===== config.mk =====
export PLATFORM = sky130hd
export DESIGN_NAME = multi_scalar_jsf_recoder
export DESIGN_NICKNAME = d
export VERILOG_FILES = /design/src/hdl/msjsf_pkg.sv /design/src/hdl/multi_scalar_jsf_recoder.sv /design/src/hdl/msjsf_column.sv
export VERILOG_INCLUDE_DIRS = /design/src /design/src/hdl
export SDC_FILE = /design/constraint.sdc
export NUM_CORES = 1
export LEC_CHECK = 0
export BUFFER_PORTS_ARGS = -buffer_cell sky130_fd_sc_hd__clkbuf_2
export CORE_MARGIN = 2
export CORE_UTILIZATION = 50
export CTS_BUF_LIST = sky130_fd_sc_hd__clkbuf_2
export DETAILED_ROUTE_END_ITERATION = 10
export PLACE_DENSITY = 0.74
export SYNTH_ARGS = -nofsm -noshare
export SYNTH_HDL_FRONTEND = slang
export SYNTH_SLANG_ARGS = --single-unit
export TNS_END_PERCENT = 20

===== constraint.sdc =====
create_clock -name clock -period 4.8 [get_ports clock]
set_input_delay 0.96 -clock clock [delete_from_list [all_inputs] [get_ports clock]]
set_output_delay 0.96 -clock clock [all_outputs]
set_load 0.03 [all_outputs]

===== src/hdl/assert_macros.svh =====
// Assertion macros used by the recoder RTL
`ifndef ASSERT_MACROS_SVH
`define ASSERT_MACROS_SVH

// check cond on every rising clock edge outside reset
`define ASSERT_ALWAYS(label, clk, rst, cond, msg) \
   label: assert property (@(posedge clk) disable iff (rst) (cond)) else $error(msg);

// check that cause implies effect in the same cycle
`define ASSERT_SAME(label, clk, rst, cause, effect, msg) \
   label: assert property (@(posedge clk) disable iff (rst) (cause) |-> (effect)) \
      else $error(msg);

// check that cause implies effect in the following cycle
`define ASSERT_NEXT(label, clk, rst, cause, effect, msg) \
   label: assert property (@(posedge clk) disable iff (rst) (cause) |=> (effect)) \
      else $error(msg);

`endif


===== src/hdl/msjsf_pkg.sv =====
// Types, constants and helpers of the joint sparse form recoder
`timescale 1ns / 1ps

package msjsf_pkg;

   localparam int MAX_D  = 8;
   localparam int LANE_W = 8;
   localparam int DIM_W  = 4;

   typedef logic [LANE_W-1:0] lanes_type;
   typedef logic [DIM_W-1:0]  dim_type;

   localparam dim_type DIM_RESET = DIM_W'(2);

   typedef enum logic [1:0] {
      PH_MAIN,
      PH_FLUSH,
      PH_EXTRA
   } phase_type;

   typedef struct packed {
      lanes_type odd;
      lanes_type neg;
      lanes_type carry;
      lanes_type held;
      lanes_type run;
   } col_result_type;

   function automatic lanes_type lane_mask(input dim_type dim);
      logic [LANE_W:0] full;
      begin
         full = ({{LANE_W{1'b0}}, 1'b1} << dim) - {{LANE_W{1'b0}}, 1'b1};
         if (dim >= DIM_W'(MAX_D)) begin
            lane_mask = '1;
         end else begin
            lane_mask = full[LANE_W-1:0];
         end
      end
   endfunction

endpackage


===== src/hdl/multi_scalar_jsf_recoder.sv =====
// Top level: d-dimensional joint sparse form recoder over bit columns
// A column word waits in the input word register; the digit column it releases is registered
//   in the result word register, then the one or two flush columns of a last word follow it.
// Throughput: one column word or flush column per cycle while the result register is free.
// Reset: synchronous, clears the run state, the flush phase and both valid flags;
//   dimension_count returns to 2.
`timescale 1ns / 1ps
`include "assert_macros.svh"

module multi_scalar_jsf_recoder (
   input  logic        clock,
   input  logic        reset,
   input  logic        req_tvalid,
   output logic        req_tready,
   input  logic [7:0]  req_tdata,   // [7:0] column_bits
   input  logic        req_tlast,   // last_column
   output logic        rsp_tvalid,
   input  logic        rsp_tready,
   output logic [15:0] rsp_tdata,   // [7:0] digit_nonzero, [15:8] digit_negative
   output logic        rsp_tlast,   // final_digit
   input  logic        csr_valid,
   output logic        csr_ready,
   input  logic [3:0]  csr_data     // dimension_count
);
   import msjsf_pkg::*;

   dim_type        dim_ff;
   logic           in_valid_ff;
   lanes_type      in_col_ff;
   logic           in_last_ff;
   phase_type      phase_ff, phase_in;
   lanes_type      held_ff, held_in;
   lanes_type      carry_ff, carry_in;
   lanes_type      run_ff, run_in;
   logic           started_ff, started_in;
   logic           rsp_valid_ff;
   lanes_type      rsp_odd_ff, rsp_neg_ff;
   logic           rsp_final_ff;

   lanes_type      mask;
   lanes_type      next_col;
   col_result_type col;
   logic           out_free;
   logic           emit;
   logic           retire;
   logic           final_step;

   assign mask     = lane_mask(dim_ff);
   assign next_col = (phase_ff == PH_MAIN) ? (in_col_ff & mask) : '0;
   assign out_free = !rsp_valid_ff || rsp_tready;

   msjsf_column u_column (
      .held   (held_ff),
      .carry  (carry_ff),
      .run    (run_ff),
      .next   (next_col),
      .mask   (mask),
      .result (col)
   );

   // configuration register
   assign csr_ready = 1'b1;

   always_ff @(posedge clock) begin
      if (reset) begin
         dim_ff <= DIM_RESET;
      end else if (csr_valid && csr_ready) begin
         dim_ff <= csr_data;
      end
   end

   // input word register
   assign req_tready = !in_valid_ff || retire;

   always_ff @(posedge clock) begin
      if (reset) begin
         in_valid_ff <= 1'b0;
      end else if (req_tready) begin
         in_valid_ff <= req_tvalid;
      end
   end

   always_ff @(posedge clock) begin
      if (req_tvalid && req_tready) begin
         in_col_ff  <= req_tdata;
         in_last_ff <= req_tlast;
      end
   end

   // run state and flush phase
   always_ff @(posedge clock) begin
      if (reset) begin
         phase_ff   <= PH_MAIN;
         held_ff    <= '0;
         carry_ff   <= '0;
         run_ff     <= '0;
         started_ff <= 1'b0;
      end else begin
         phase_ff   <= phase_in;
         held_ff    <= held_in;
         carry_ff   <= carry_in;
         run_ff     <= run_in;
         started_ff <= started_in;
      end
   end

   always_comb begin
      phase_in   = phase_ff;
      held_in    = held_ff;
      carry_in   = carry_ff;
      run_in     = run_ff;
      started_in = started_ff;
      emit       = 1'b0;
      retire     = 1'b0;
      final_step = 1'b0;
      if (in_valid_ff) begin
         unique case (phase_ff)
            PH_MAIN: begin
               if (!started_ff) begin
                  held_in    = next_col;
                  carry_in   = '0;
                  run_in     = next_col;
                  started_in = 1'b1;
                  if (in_last_ff) begin
                     phase_in = PH_FLUSH;
                  end else begin
                     retire = 1'b1;
                  end
               end else if (out_free) begin
                  emit     = 1'b1;
                  held_in  = col.held;
                  carry_in = col.carry;
                  run_in   = col.run;
                  if (in_last_ff) begin
                     phase_in = PH_FLUSH;
                  end else begin
                     retire = 1'b1;
                  end
               end
            end
            PH_FLUSH: begin
               if (out_free) begin
                  emit     = 1'b1;
                  held_in  = col.held;
                  carry_in = col.carry;
                  run_in   = col.run;
                  if (col.carry == '0) begin
                     final_step = 1'b1;
                  end else begin
                     phase_in = PH_EXTRA;
                  end
               end
            end
            PH_EXTRA: begin
               if (out_free) begin
                  emit       = 1'b1;
                  final_step = 1'b1;
               end
            end
            default: begin
               phase_in = PH_MAIN;
            end
         endcase
         if (final_step) begin
            retire     = 1'b1;
            phase_in   = PH_MAIN;
            held_in    = '0;
            carry_in   = '0;
            run_in     = '0;
            started_in = 1'b0;
         end
      end
   end

   // result word register
   always_ff @(posedge clock) begin
      if (reset) begin
         rsp_valid_ff <= 1'b0;
      end else if (emit) begin
         rsp_valid_ff <= 1'b1;
      end else if (rsp_tready) begin
         rsp_valid_ff <= 1'b0;
      end
   end

   always_ff @(posedge clock) begin
      if (emit) begin
         rsp_odd_ff   <= col.odd;
         rsp_neg_ff   <= col.neg;
         rsp_final_ff <= final_step;
      end
   end

   assign rsp_tvalid = rsp_valid_ff;
   assign rsp_tdata  = {rsp_neg_ff, rsp_odd_ff};
   assign rsp_tlast  = rsp_final_ff;

   `ASSERT_SAME(a_neg_in_nonzero, clock, reset, rsp_tvalid,
      (rsp_tdata[15:8] & ~rsp_tdata[7:0]) == 8'd0, "negative digit marked zero")
   `ASSERT_NEXT(a_final_clears_run, clock, reset, final_step,
      !started_ff && carry_ff == '0 && phase_ff == PH_MAIN, "run state kept after final digit")
   `ASSERT_SAME(a_flush_holds_word, clock, reset, phase_ff != PH_MAIN,
      in_valid_ff && in_last_ff, "flush phase without a last column word")
   `ASSERT_ALWAYS(a_emit_has_room, clock, reset, !emit || out_free,
      "result word overwritten")

endmodule


===== src/hdl/msjsf_column.sv =====
// One digit column of the joint recoding with its carry and parity update
`timescale 1ns / 1ps

module msjsf_column (
   input  msjsf_pkg::lanes_type      held,
   input  msjsf_pkg::lanes_type      carry,
   input  msjsf_pkg::lanes_type      run,
   input  msjsf_pkg::lanes_type      next,
   input  msjsf_pkg::lanes_type      mask,
   output msjsf_pkg::col_result_type result
);
   import msjsf_pkg::*;

   lanes_type h;
   lanes_type c;
   lanes_type odd;
   lanes_type next_odd;
   lanes_type neg;
   lanes_type carry_out;
   lanes_type held_out;

   assign h         = held & mask;
   assign c         = carry & mask;
   assign odd       = run & mask;
   assign next_odd  = (next & mask) ^ (h & c);
   assign neg       = ((next_odd | odd) == odd) ? next_odd : (odd & ~next_odd & mask);
   assign carry_out = ((h & c) | neg) & mask;
   assign held_out  = next & mask;

   assign result.odd   = odd;
   assign result.neg   = neg;
   assign result.carry = carry_out;
   assign result.held  = held_out;
   assign result.run   = held_out ^ carry_out;

endmodule

==> results of run 1 <==
[metrics by stage]
stage,total power [mW],TNS (ns),cells,area [sq um]
global placement,0.890,0,465,3670
floorplan,0.797,0,339,3250
detailed placement,0.897,0,465,3670
global route,1.22,-0.169,485,3910
CTS,1.16,0,485,3900
finish,1.17,-0.0346,485,3910
[worst paths after layout]
kind              slack, ns      endpoint
hold / removal         0.48   carry_ff[6]
setup / recovery      -0.03    req_tready
hold reg to reg        0.48   carry_ff[6]
setup reg to reg       0.77  in_col_ff[4]
[synth_stat cells, types with 3 or more instances]
cell type	count	area, sq um
clkbuf_1	8	30.0
a21oi_1	15	75.1
and2_1	8	50.1
a211oi_1	4	30.0
a32o_1	8	80.1
dfxtp_1	33	661
ha_1	7	87.6
nor2_1	33	124
edfxtp_1	26	781
xnor2_1	7	61.3
nor3_1	10	50.1
o211ai_1	6	45.0
nand3_1	14	70.1
o2bb2ai_1	4	35.0
o31a_1	3	26.3
buf_2	7	35.0
or3_1	4	25.0
inv_1	5	18.8
mux2_2	3	33.8
nand2b_1	6	37.5
o21ai_0	15	75.1
xor2_1	3	26.3
a22o_1	12	105
nor2b_1	9	56.3
nand2_1	33	124
a31oi_1	6	37.5
mux2i_1	6	60.1
and3_1	3	18.8
[registers in the layout (all words and copies together) (netlist names), 2 cells and up]
name and cells:
rsp_odd_ff 8, run_ff 8, carry_ff 8, rsp_neg_ff 8, dim_ff 4, held_ff 8, in_col_ff 8, phase_ff 2
[power breakdown]
| group | leakage (nW) | switching (mW) | internal (mW) |
|---|---|---|---|
| combinational | 0.984 | 0.208 | 0.145 |
| sequential | 0.522 | 0.0190 | 0.552 |
| clock | 0.0559 | 0.179 | 0.0651 |
| total | 1.56 | 0.406 | 0.762 |
[cells in the final DEF, fill, tap and decap left out, drive strengths merged, types with 2 or more instances in the layout]
cell / Yosys / layout
nand2b: 6 / 6
o211ai: 6 / 6
o31ai: 3 / 3
nor2b: 9 / 9
o31a: 3 / 3
nand2: 34 / 34
buf: 10 / 36
ha: 7 / 7
nor2: 34 / 34
or2: 4 / 4
xor2: 3 / 3
and3: 3 / 3
mux2i: 6 / 6
clkinv: 0 / 5
a221oi: 2 / 2
a221o: 2 / 2
edfxtp: 26 / 26
o21ai: 15 / 15
inv: 6 / 6
a32o: 8 / 8
a21oi: 17 / 17
or4: 2 / 2
a31oi: 6 / 6
nand3b: 2 / 2
clkbuf: 8 / 46
a211oi: 4 / 4
nand3: 14 / 14
o2bb2ai: 4 / 4
nor3: 12 / 12
mux2: 3 / 3
a2bb2oi: 2 / 2
xnor2: 7 / 7
dfxtp: 33 / 33
a22o: 12 / 12
or3: 4 / 4
and2: 8 / 8
[repair_timing]
action / in CTS / in global routing
endpoints found under the setup margin: 1 / 1
resized for setup: 22 / 4
hold buffers: 0 / 0
setup buffers: 4 / 0
pin swaps: 9 / 1
gates cloned: 0 / 0
[critical path, cell delays in order (launching register included)]
cell,delay [ns]
dfxtp_1,0.38
inv_1,0.16
ha_4,0.26
nand2_2,0.10
xnor2_1,0.18
o32a_2,0.40
and4b_1,0.25
a221oi_2,0.26
o211ai_1,0.11
or4_4,0.55
o31a_1,0.31
a31oi_4,0.24
buf_8,0.15
[final cells by class]
| type | instances | share of cell area |
|---|---|---|
| multi-input combinational | 256 | 0.465 |
| sequential | 59 | 0.369 |
| timing repair buffer | 71 | 0.116 |
| tap | 77 | 0.0246 |
| clock buffer | 11 | 0.0141 |
| inverter | 6 | 0.00575 |
| clock inverter | 5 | 0.00512 |
[per-layer routing]
layer	vias up	global-route usage	routed length (um)
met5	-	0	0
met4	0	0.0880	152
met3	18	0.0423	721
met2	151	0.387	3910
met1	1376	0.325	3540
li1	1390	-	-
[cell families (layout without fill, tap and decap cells)]
family | Yosys count | after routing | share of synthesized area
other cells | 1 | 1 | 0.00115
mux | 9 | 9 | 0.0289
xor+xnor | 10 | 10 | 0.0270
flops | 59 | 59 | 0.444
fa+ha+maj | 7 | 7 | 0.0270
buf+inv | 24 | 93 | 0.0362
compound gates | 92 | 92 | 0.218
simple gates | 137 | 137 | 0.218
==> metrics.md, run 1 <==
| Metric | Value |
|---|---|
| Sequential cell area | `1450 sq um` |
| Min-Delay Path Depth | `1` |
| Slew margin rel. | `0.417` |
| Initial DRC count | `274` |
| N_diodes | `0` |
| Async SR Flop Fraction | `0` |
| Ys flop type | `dfxtp_1` |
| CTS tree | `built` |
| CTS root buf | `clkbuf_2` |
| Die height | `84.6 um` |
| Worst vdd ir | `0.192 mV` |
| Routed wire per std cell | `17.2 um` |
| Max-slew violations | `0` |
| Initial Utilization | `0.515` |
| Worst min-delay path startpoint | `carry_ff[6]` |
| GR Util All Layers | `0.240` |
| Dpl hpwl | `5810 um` |
| Worst-path fanout max | `15` |
| Total global routing overflow | `0` |
| CP Launch Type | `flop` |
| Crit path kind | `reg2out` |
| DR vias | `2,935` |
| Sequential area share after synthesis | `0.444` |
| Num rows | `29` |
| H-Tree Depth | `3` |
| Clock sinks | `59` |
| MaxCap Viol Count | `0` |
| Full die area | `7160 sq um` |
| HP Class | `reg2reg` |
| WP data required | `3.84 ns` |
| RSZ-0062 raised after global routing | `yes` |
| Leakage Power | `1.56 nW` |
| TritonCTS buffer count | `9` |
| Failing checks | `negative setup slack` |
| Worst reg2reg startpoint | `phase_ff[0]` |
| Unique masters post-synth | `60` |
| Worst hold slack | `0.481 ns` |
| Syn. warnings | `0` |
| Vias in the first global route | `2,746` |
| Synth Instances | `339` |
| Status | `finished with violations` |
| Final period util | `1.01` |
| Final GP Congestion | `0.926` |
| Fin crit period | `4.83 ns` |
| First-pass GRT wire length | `13,500 um` |
| Routed WL | `8320 um` |
| Synth Cell Area | `3250 sq um` |
| Synth Register Bits | `59` |
| # setup viols final | `1` |
| Drt drc | `0` |
| Arr. time, crit path | `3.87 ns` |
| Longest Clk Path Bufs | `2` |
| Layout cell share with drive strength beyond 1 | `0.304` |
| Worst reg2reg path depth | `13` |
| Fmax | `207 MHz` |
| Core Footprint | `6310 sq um` |
| Number of synthesized flops with an enable pin | `26` |
| Post-DRT Antenna Nets | `0` |
| Worst Setup Slack, final | `-0.0346 ns` |
| Pin count of the biggest net entering global routing | `20` |
| Syn nets | `364` |
| Worst-Margin Slew | `0.871 ns` |
| Synthesized area per cell | `9.59 sq um` |
| Final Core Density | `0.620` |
| Vias per cell | `6.05` |
| Initial antenna violation count | `0` |
| Boundary pin count | `38` |
| Final hold violations | `0` |
| Die W | `84.6 um` |
| Power per cell area | `298 nW/um^2` |
| Port buffer count | `36` |
| Final Skew | `0.0227 ns` |
| Synth-to-Final Area Change | `20.4%` |
| Crit. End Element | `output pin` |
| # nets final | `428` |
| Place WS | `0.0381 ns` |
| Critical Path Start | `phase_ff[0]` |
| DRT Pass-1 Iters | `6` |
| Footprint of the multi-input gates | `1820 sq um` |
| Clk Latency, worst-skew pair | `0.51 ns` |
| Fillers | `548` |
| CTS clk-pin slew, worst paths | `0.17 ns` |
(Power assumes the default switching activity.)
==> run 2: changes to the inputs <==
--- a/config.mk
+++ b/config.mk
@@ -7,6 +7,7 @@
 export NUM_CORES = 1
 export LEC_CHECK = 0
 export BUFFER_PORTS_ARGS = -buffer_cell sky130_fd_sc_hd__clkbuf_2
+export CAP_MARGIN = 10
 export CORE_MARGIN = 2
 export CORE_UTILIZATION = 50
 export CTS_BUF_LIST = sky130_fd_sc_hd__clkbuf_2
==> constraint.sdc (replaced) <==
create_clock -name clock -period 4.9 [get_ports clock]
set_input_delay 0.98 -clock clock [delete_from_list [all_inputs] [get_ports clock]]
set_output_delay 0.98 -clock clock [all_outputs]
set_load 0.03 [all_outputs]
==> run 2 against run 1 <==
Against the previous run: the run still ends with negative setup slack left; design area grew 1.2%; die area is the same; flip-flop and latch count is the same; utilization grew 0.77 points; highest routed layer unchanged.
==> metrics.md, run 2 (same netlist as run 1, synthesis figures left out) <==
| Metric | Value |
|---|---|
| Status | `finished with violations (unchanged)` |
| Failing checks | `negative setup slack (unchanged)` |
| TritonCTS buffer count | `9 (unchanged)` |
| Slew margin rel. | `0.308 (was 0.417)` |
| Drt drc | `0 (unchanged)` |
| Full die area | `7160 sq um (unchanged)` |
| Switching portion of total power | `0.321 (was 0.348)` |
| GR Util All Layers | `0.238 (was 0.240)` |
| Core Footprint | `6310 sq um (unchanged)` |
| Most Crowded Layer GR | `met2 (unchanged)` |
| Crit path kind | `reg2out (unchanged)` |
| # nets final | `427 (was 428)` |
| Initial antenna violation count | `0 (unchanged)` |
| First-pass GRT wire length | `13,300 um (was 13,500 um)` |
| Place WS | `0.0435 ns (was 0.0381 ns)` |
| Die W | `84.6 um (unchanged)` |
| Met1 GRT Util | `0.295 (was 0.325)` |
| CTS tree | `built (unchanged)` |
| Critical path's largest stage delay | `0.54 ns (was 0.55 ns)` |
| Fillers | `542 (was 548)` |
| Initial DRC count | `203 (was 274)` |
| Footprint of the multi-input gates | `1830 sq um (was 1820 sq um)` |
| Vias per cell | `6.06 (was 6.05)` |
| Leakage Power | `1.58 nW (was 1.56 nW)` |
| Fmax | `203 MHz` |
| Crit path cell chain | `or2_4, nor2_4, inv_2, ha_4, nor2b_1, mux2_4, nor3_4, and4b_1, a221oi_2, o211ai_1, or4_4, o31a_1, a31oi_4, buf_8 (was inv_1, ha_4, nand2_2, xnor2_1, o32a_2, and4b_1, a221oi_2, o211ai_1, or4_4, o31a_1, a31oi_4, buf_8)` |
| Fin crit period | `4.92 ns` |
| WP data required | `3.92 ns (was 3.84 ns)` |
| Routed WL | `8170 um (was 8320 um)` |
| Worst min-delay path startpoint | `carry_ff[2] (was carry_ff[6])` |
| Num rows | `29 (unchanged)` |
| N_diodes | `0 (unchanged)` |
| DR vias | `2,932 (was 2,935)` |
| GRT met3 Usage | `0.0521 (was 0.0423)` |
| Psw | `402 uW (was 406 uW)` |
| Clk Latency, worst-skew pair | `0.51 ns (about the same)` |
| Initial Utilization | `0.515 (unchanged)` |
| Max stage delay cell, worst path | `or4_4 (unchanged)` |
| Layout cell share with drive strength beyond 1 | `0.295 (was 0.304)` |
| Most frequent cells in the layout | `45 x clkbuf_2, 33 x nand2_1, 33 x buf_4 (was 46 x clkbuf_2, 35 x buf_4, 33 x nand2_1)` |
| Final hold violations | `0 (unchanged)` |
| Crit. End Element | `output pin (unchanged)` |
| Final Core Density | `0.628 (was 0.620)` |
| Vias in the first global route | `2,739 (was 2,746)` |
| Worst vdd ir | `0.196 mV (was 0.192 mV)` |
| DRT Pass-1 Iters | `5 (was 6)` |
| Port buffer count | `36 (unchanged)` |
| Sequential cell area | `1450 sq um (about the same)` |
| CTS clk-pin slew, worst paths | `0.18 ns (was 0.17 ns)` |
| CTS root buf | `clkbuf_2 (unchanged)` |
| Arr. time, crit path | `3.94 ns (was 3.87 ns)` |
| Post-DRT Antenna Nets | `0 (unchanged)` |
| Synth-to-Final Area Change | `21.9% (was 20.4%)` |
| Max-slew violations | `0 (unchanged)` |
| Total global routing overflow | `0 (unchanged)` |
| Worst Setup Slack, final | `-0.0165 ns (was -0.0346 ns)` |
| HP Class | `reg2reg (unchanged)` |
| Final Skew | `0.0308 ns (was 0.0227 ns)` |
| Delay-heaviest family, CP | `simple AND/OR/NAND/NOR gates (was compound AO/OA/AOI/OAI gates)` |
| Design Power | `1.25 mW (was 1.17 mW)` |
| Die height | `84.6 um (unchanged)` |
| Internal | `851 uW (was 762 uW)` |
| Critical Path Start | `dim_ff[1] (was phase_ff[0])` |
| Final GP Congestion | `0.930 (was 0.926)` |
| Boundary pin count | `38 (unchanged)` |
| Pin count of the biggest net entering global routing | `21 (was 20)` |
| Final period util | `1.00` |
| Worst reg2reg startpoint | `dim_ff[1] (was phase_ff[0])` |
| Met2 usage | `0.389 (was 0.387)` |
| Comb power frac | `0.276 (was 0.302)` |
| Dpl hpwl | `5780 um (was 5810 um)` |
| Clock share of power | `0.277 (was 0.209)` |
| # setup viols final | `1 (unchanged)` |
| RSZ-0062 raised after global routing | `yes (unchanged)` |
| Most common cell after layout, fill and taps aside | `clkbuf_2 (unchanged)` |
| Reg power frac | `0.447 (was 0.489)` |
| Routed wire per std cell | `16.9 um (was 17.2 um)` |
| Power per cell area | `316 nW/um^2 (was 298 nW/um^2)` |
| MaxCap Viol Count | `0 (unchanged)` |
| Hold-fix buffers, CTS | `0 (unchanged)` |
| Clock sinks | `59 (unchanged)` |
| H-Tree Depth | `3 (unchanged)` |
| Worst-Margin Slew | `1.03 ns (was 0.871 ns)` |
| WP buf/inv | `2 (unchanged)` |
| Worst-path fanout max | `4 (was 15)` |
| Longest Clk Path Bufs | `2 (unchanged)` |
| CP Launch Type | `flop (unchanged)` |
-- run 2: changes by cell type in the layout (fill, tap and decap cells not counted), sizes merged --
cell | previous run | this run
clkbuf | 46 | 45
nand4b | 1 | 2
clkinvlp | 0 | 1
bufinv | 0 | 2
buf | 36 | 34
clkinv | 5 | 3
-- run 2: layer usage --
layer / vias up / wire (um)
met5: - / 0
met4: 0 / 255
met3: 24 / 653
met2: 161 / 3850
met1: 1356 / 3410
li1: 1391 / -
-- run 2: what timing repair did --
action	in CTS	in global routing
endpoints found under the setup margin	1	1
setup buffers	8	1
cloned	1	0
resized for setup	21	3
pin swaps	10	0
hold endpoints to repair	0	0
-- run 2: stage by stage --
stage | TNS [ns] | hold slack [ns] | instances | cell area (sq um)
floorplan | 0 | 0.432 | 339 | 3250
global placement | 0 | 0.448 | 458 | 3620
detailed placement | 0 | 0.453 | 458 | 3620
CTS | -0.0181 | 0.485 | 483 | 3940
global route | -0.165 | 0.496 | 484 | 3960
finish | -0.0165 | 0.488 | 484 | 3960
-- run 2: path summary, 6_finish.rpt --
| kind | to | slack, ns | cells past startpoint |
|---|---|---|---|
| worst max-delay path | req_tready | -0.02 | 14 |
| worst min-delay path | carry_ff[2] | 0.49 | 1 |
| worst max register to register | in_last_ff | 0.81 | 15 |
| worst min register to register | carry_ff[2] | 0.49 | 1 |
-- run 2: cell type report --
class | count | area share
Clock inverter | 6 | 0.0202
Inverter | 6 | 0.00568
Timing Repair Buffer | 69 | 0.111
Multi-Input combinational cell | 257 | 0.462
Sequential cell | 59 | 0.365
Tap cell | 77 | 0.0243
Clock buffer | 10 | 0.0126
-- run 2: power groups by stage --
stage          sequential (mW)  combinational (mW)  clock (mW)
2_1_floorplan            0.578               0.204           0
3_3_place_gp             0.570               0.295           0
3_5_place_dp             0.571               0.300           0
4_1_cts                  0.560               0.337       0.351
5_1_grt                  0.564               0.373       0.371
6_report                 0.560               0.346       0.347
==> run 3: changes to the inputs <==
--- a/config.mk
+++ b/config.mk
@@ -6,13 +6,13 @@
 export SDC_FILE = /design/constraint.sdc
 export NUM_CORES = 1
 export LEC_CHECK = 0
-export BUFFER_PORTS_ARGS = -buffer_cell sky130_fd_sc_hd__clkbuf_2
 export CAP_MARGIN = 10
 export CORE_MARGIN = 2
 export CORE_UTILIZATION = 50
 export CTS_BUF_LIST = sky130_fd_sc_hd__clkbuf_2
 export DETAILED_ROUTE_END_ITERATION = 10
-export PLACE_DENSITY = 0.74
+export DONT_BUFFER_PORTS = 1
+export PLACE_DENSITY = 0.69
 export SYNTH_ARGS = -nofsm -noshare
 export SYNTH_HDL_FRONTEND = slang
 export SYNTH_SLANG_ARGS = --single-unit
==> run 3 against run 2 <==
Against the previous run: the run now ends clean; clock skew decreased by 0.0046 ns; worst hold slack worse by 0.0031 ns; global-route usage is 0.062 points lower; first-iteration DRC count rose by 0.49%; wire length decreased by 2.9%; critical path depth stayed put; fmax rose by 1.1%; total power is 10% lower; register-to-register slack lost 0.10 ns; combinational power is 11% lower; sequential power up 2%; count of clock-buffer cells in the layout rose by 2; critical path type unchanged.
==> metrics.md, run 3 (same netlist as run 1, synthesis figures left out) <==
| Metric | Value |
|---|---|
| Worst Setup Slack, final | `0.0347 ns (was -0.0165 ns)` |
| Psw | `387 uW (was 402 uW)` |
| Crit path kind | `reg2out (unchanged)` |
| Reg2reg setup slack | `0.71 ns (was 0.81 ns)` |
| Most Crowded Layer GR | `met2 (unchanged)` |
| Max stage delay cell, worst path | `or4_4 (unchanged)` |
| WP data required | `3.92 ns (about the same)` |
| Die height | `84.6 um (unchanged)` |
| Pin count of the biggest net entering global routing | `20 (was 21)` |
| Internal | `736 uW (was 851 uW)` |
| Initial antenna violation count | `0 (unchanged)` |
| Worst reg2reg path depth | `16 (was 15)` |
| Fin area | `3660 sq um (was 3960 sq um)` |
| Hold-fix buffers, CTS | `0 (unchanged)` |
| Boundary pin count | `38 (unchanged)` |
| Port buffer count | `0 (was 36)` |
| Status | `complete, no violations (was finished with violations)` |
| Delay-heaviest family, CP | `simple AND/OR/NAND/NOR gates (unchanged)` |
| Longest Clk Path Bufs | `2 (unchanged)` |
| Post-DRT Antenna Nets | `0 (unchanged)` |
| Comb power frac | `0.274 (was 0.276)` |
| Final Skew | `0.0262 ns (was 0.0308 ns)` |
| Worst-Margin Slew | `0.860 ns (was 1.03 ns)` |
| Total global routing overflow | `0 (unchanged)` |
| Worst hold slack | `0.485 ns (was 0.488 ns)` |
| Fin crit period | `4.87 ns (was 4.92 ns)` |
| Setup crit end | `req_tready (unchanged)` |
| Final period util | `0.993 (was 1.00)` |
| CP Launch Type | `flop (unchanged)` |
| Critical path's largest stage delay | `0.57 ns (was 0.54 ns)` |
| Clock sinks | `59 (unchanged)` |
| Worst-path fanout max | `4 (unchanged)` |
| DR vias | `2,727 (was 2,932)` |
| Leakage Power | `1.37 nW (was 1.58 nW)` |
| N_diodes | `0 (unchanged)` |
| # nets final | `383 (was 427)` |
| Layout cell share with drive strength beyond 1 | `0.226 (was 0.295)` |
| Fmax | `206 MHz (was 203 MHz)` |
| Drt drc | `0 (unchanged)` |
| TritonCTS buffer count | `9 (unchanged)` |
| RSZ-0062 raised after global routing | `yes (unchanged)` |
| Footprint of the multi-input gates | `1820 sq um (was 1830 sq um)` |
| Worst reg2reg startpoint | `phase_ff[0] (was dim_ff[1])` |
| GR Util All Layers | `0.237 (was 0.238)` |
| Max-slew violations | `0 (unchanged)` |
| Synth-to-Final Area Change | `12.8% (was 21.9%)` |
| Design Power | `1.12 mW (was 1.25 mW)` |
| CTS tree | `built (unchanged)` |
| Arr. time, crit path | `3.89 ns (was 3.94 ns)` |
| Initial Utilization | `0.515 (unchanged)` |
| Vias in the first global route | `2,568 (was 2,739)` |
| First-pass GRT wire length | `13,100 um (was 13,300 um)` |
| Clk Latency, worst-skew pair | `0.53 ns (was 0.51 ns)` |
| HP Class | `reg2reg (unchanged)` |
| CTS clk-pin slew, worst paths | `0.17 ns (was 0.18 ns)` |
| CTS root buf | `clkbuf_2 (unchanged)` |
| Clock share of power | `0.216 (was 0.277)` |
| Reg-to-Reg End | `carry_ff[4] (was in_last_ff)` |
| Final hold violations | `0 (unchanged)` |
| Power per cell area | `306 nW/um^2 (was 316 nW/um^2)` |
| Dpl hpwl | `5480 um (was 5780 um)` |
| Slew margin rel. | `0.426 (was 0.308)` |
| WP depth | `14 (unchanged)` |
| Initial DRC count | `204 (was 203)` |
| GRT met3 Usage | `0.0728 (was 0.0521)` |
| Reg power frac | `0.510 (was 0.447)` |
| Critical Path Start | `dim_ff[2] (was dim_ff[1])` |
| WP buf/inv | `2 (unchanged)` |
| Vias per cell | `6.20 (was 6.06)` |
| Crit. End Element | `output pin (unchanged)` |
| MaxCap Viol Count | `0 (unchanged)` |
| Routed wire per std cell | `18.0 um (was 16.9 um)` |
| Switching portion of total power | `0.344 (was 0.321)` |
| Place WS | `0.171 ns (was 0.0435 ns)` |
| # setup viols final | `0 (was 1)` |
| Die W | `84.6 um (unchanged)` |
| Final GP Congestion | `0.931 (was 0.930)` |
| Sequential cell area | `1450 sq um (about the same)` |
| Crit path cell chain | `or2_4, nor2_4, inv_2, ha_4, nor2b_4, mux2_4, nor3_4, and4b_1, a221oi_2, o211ai_1, or4_4, o31a_1, a31oi_1, buf_4 (was or2_4, nor2_4, inv_2, ha_4, nor2b_1, mux2_4, nor3_4, and4b_1, a221oi_2, o211ai_1, or4_4, o31a_1, a31oi_4, buf_8)` |
| Most common cell after layout, fill and taps aside | `nand2_1 (was clkbuf_2)` |
| Core Footprint | `6310 sq um (unchanged)` |
| DRT Pass-1 Iters | `7 (was 5)` |
| Num rows | `29 (unchanged)` |
| Worst vdd ir | `0.159 mV (was 0.196 mV)` |
| Placed instance area | `3400 sq um (was 3620 sq um)` |
| Fillers | `542 (unchanged)` |
| Min-Delay Path Depth | `1 (unchanged)` |
| Setup TNS | `0 ns (was -0.0165 ns)` |
| Most frequent cells in the layout | `33 x nand2_1, 32 x nor2_1, 30 x dfxtp_1 (was 45 x clkbuf_2, 33 x nand2_1, 33 x buf_4)` |
| Met1 GRT Util | `0.324 (was 0.295)` |
| Full die area | `7160 sq um (unchanged)` |
| Met2 usage | `0.354 (was 0.389)` |
| H-Tree Depth | `3 (unchanged)` |
| Routed WL | `7930 um (was 8170 um)` |
## run 3: cell type report
type / count / share of cell area
inverter: 6 / 0.00615
clock buffer: 12 / 0.0164
timing repair buffer: 26 / 0.0546
multi-input combinational: 256 / 0.497
clock inverter: 4 / 0.00478
sequential: 59 / 0.395
tap: 77 / 0.0263
## run 3: worst min-delay path by stage
stage	startpoint	endpoint	slack (ns)
detailed placement	carry_ff[6]	carry_ff[6]	0.45
floorplan	carry_ff[1]	carry_ff[1]	0.43
finish	carry_ff[2]	carry_ff[2]	0.48
CTS	carry_ff[2]	carry_ff[2]	0.48
global route	reset	dim_ff[0]	0.46
global placement	carry_ff[1]	carry_ff[1]	0.45
## run 3: through the flow
step / util / instances
after global placement: 0.538 / 416
after CTS: 0.566 / 437
after detailed placement: 0.538 / 416
final: 0.580 / 440
after floorplan: - / 339
after global routing: 0.580 / 440
## run 3: power groups by stage
stage	registers (mW)	clock network (mW)	logic (mW)
after floorplan	0.578	0	0.204
after global placement	0.583	0	0.264
after detailed placement	0.584	0	0.267
after CTS	0.573	0.247	0.288
after global routing	0.577	0.269	0.337
final	0.573	0.242	0.308
## run 3: repair_timing
item	4_1_cts	5_1_grt
setup buffers	5	2
cloned	0	1
endpoints found under the hold margin	0	0
gates resized for setup	14	14
pin swaps	3	13
setup endpoints to repair	1	1
## run 3: per-layer routing
layer	wire, um	vias to the layer above
met5	0	-
met4	123	0
met3	604	17
met2	3690	130
met1	3510	1285
li1	-	1295
## run 3: worst register-to-register path, stage by stage, from the launching register on
cell      delay, ns
dfxtp_1        0.39
inv_1          0.17
ha_4           0.23
buf_4          0.18
nand2_1        0.11
xor2_2         0.21
a32oi_2        0.31
nand4b_4       0.20
buf_6          0.18
or3_1          0.34
a31oi_1        0.27
or4_4          0.19
buf_4          0.12
o31ai_4        0.10
nor3_2         0.65
buf_4          0.32
a32o_1         0.18
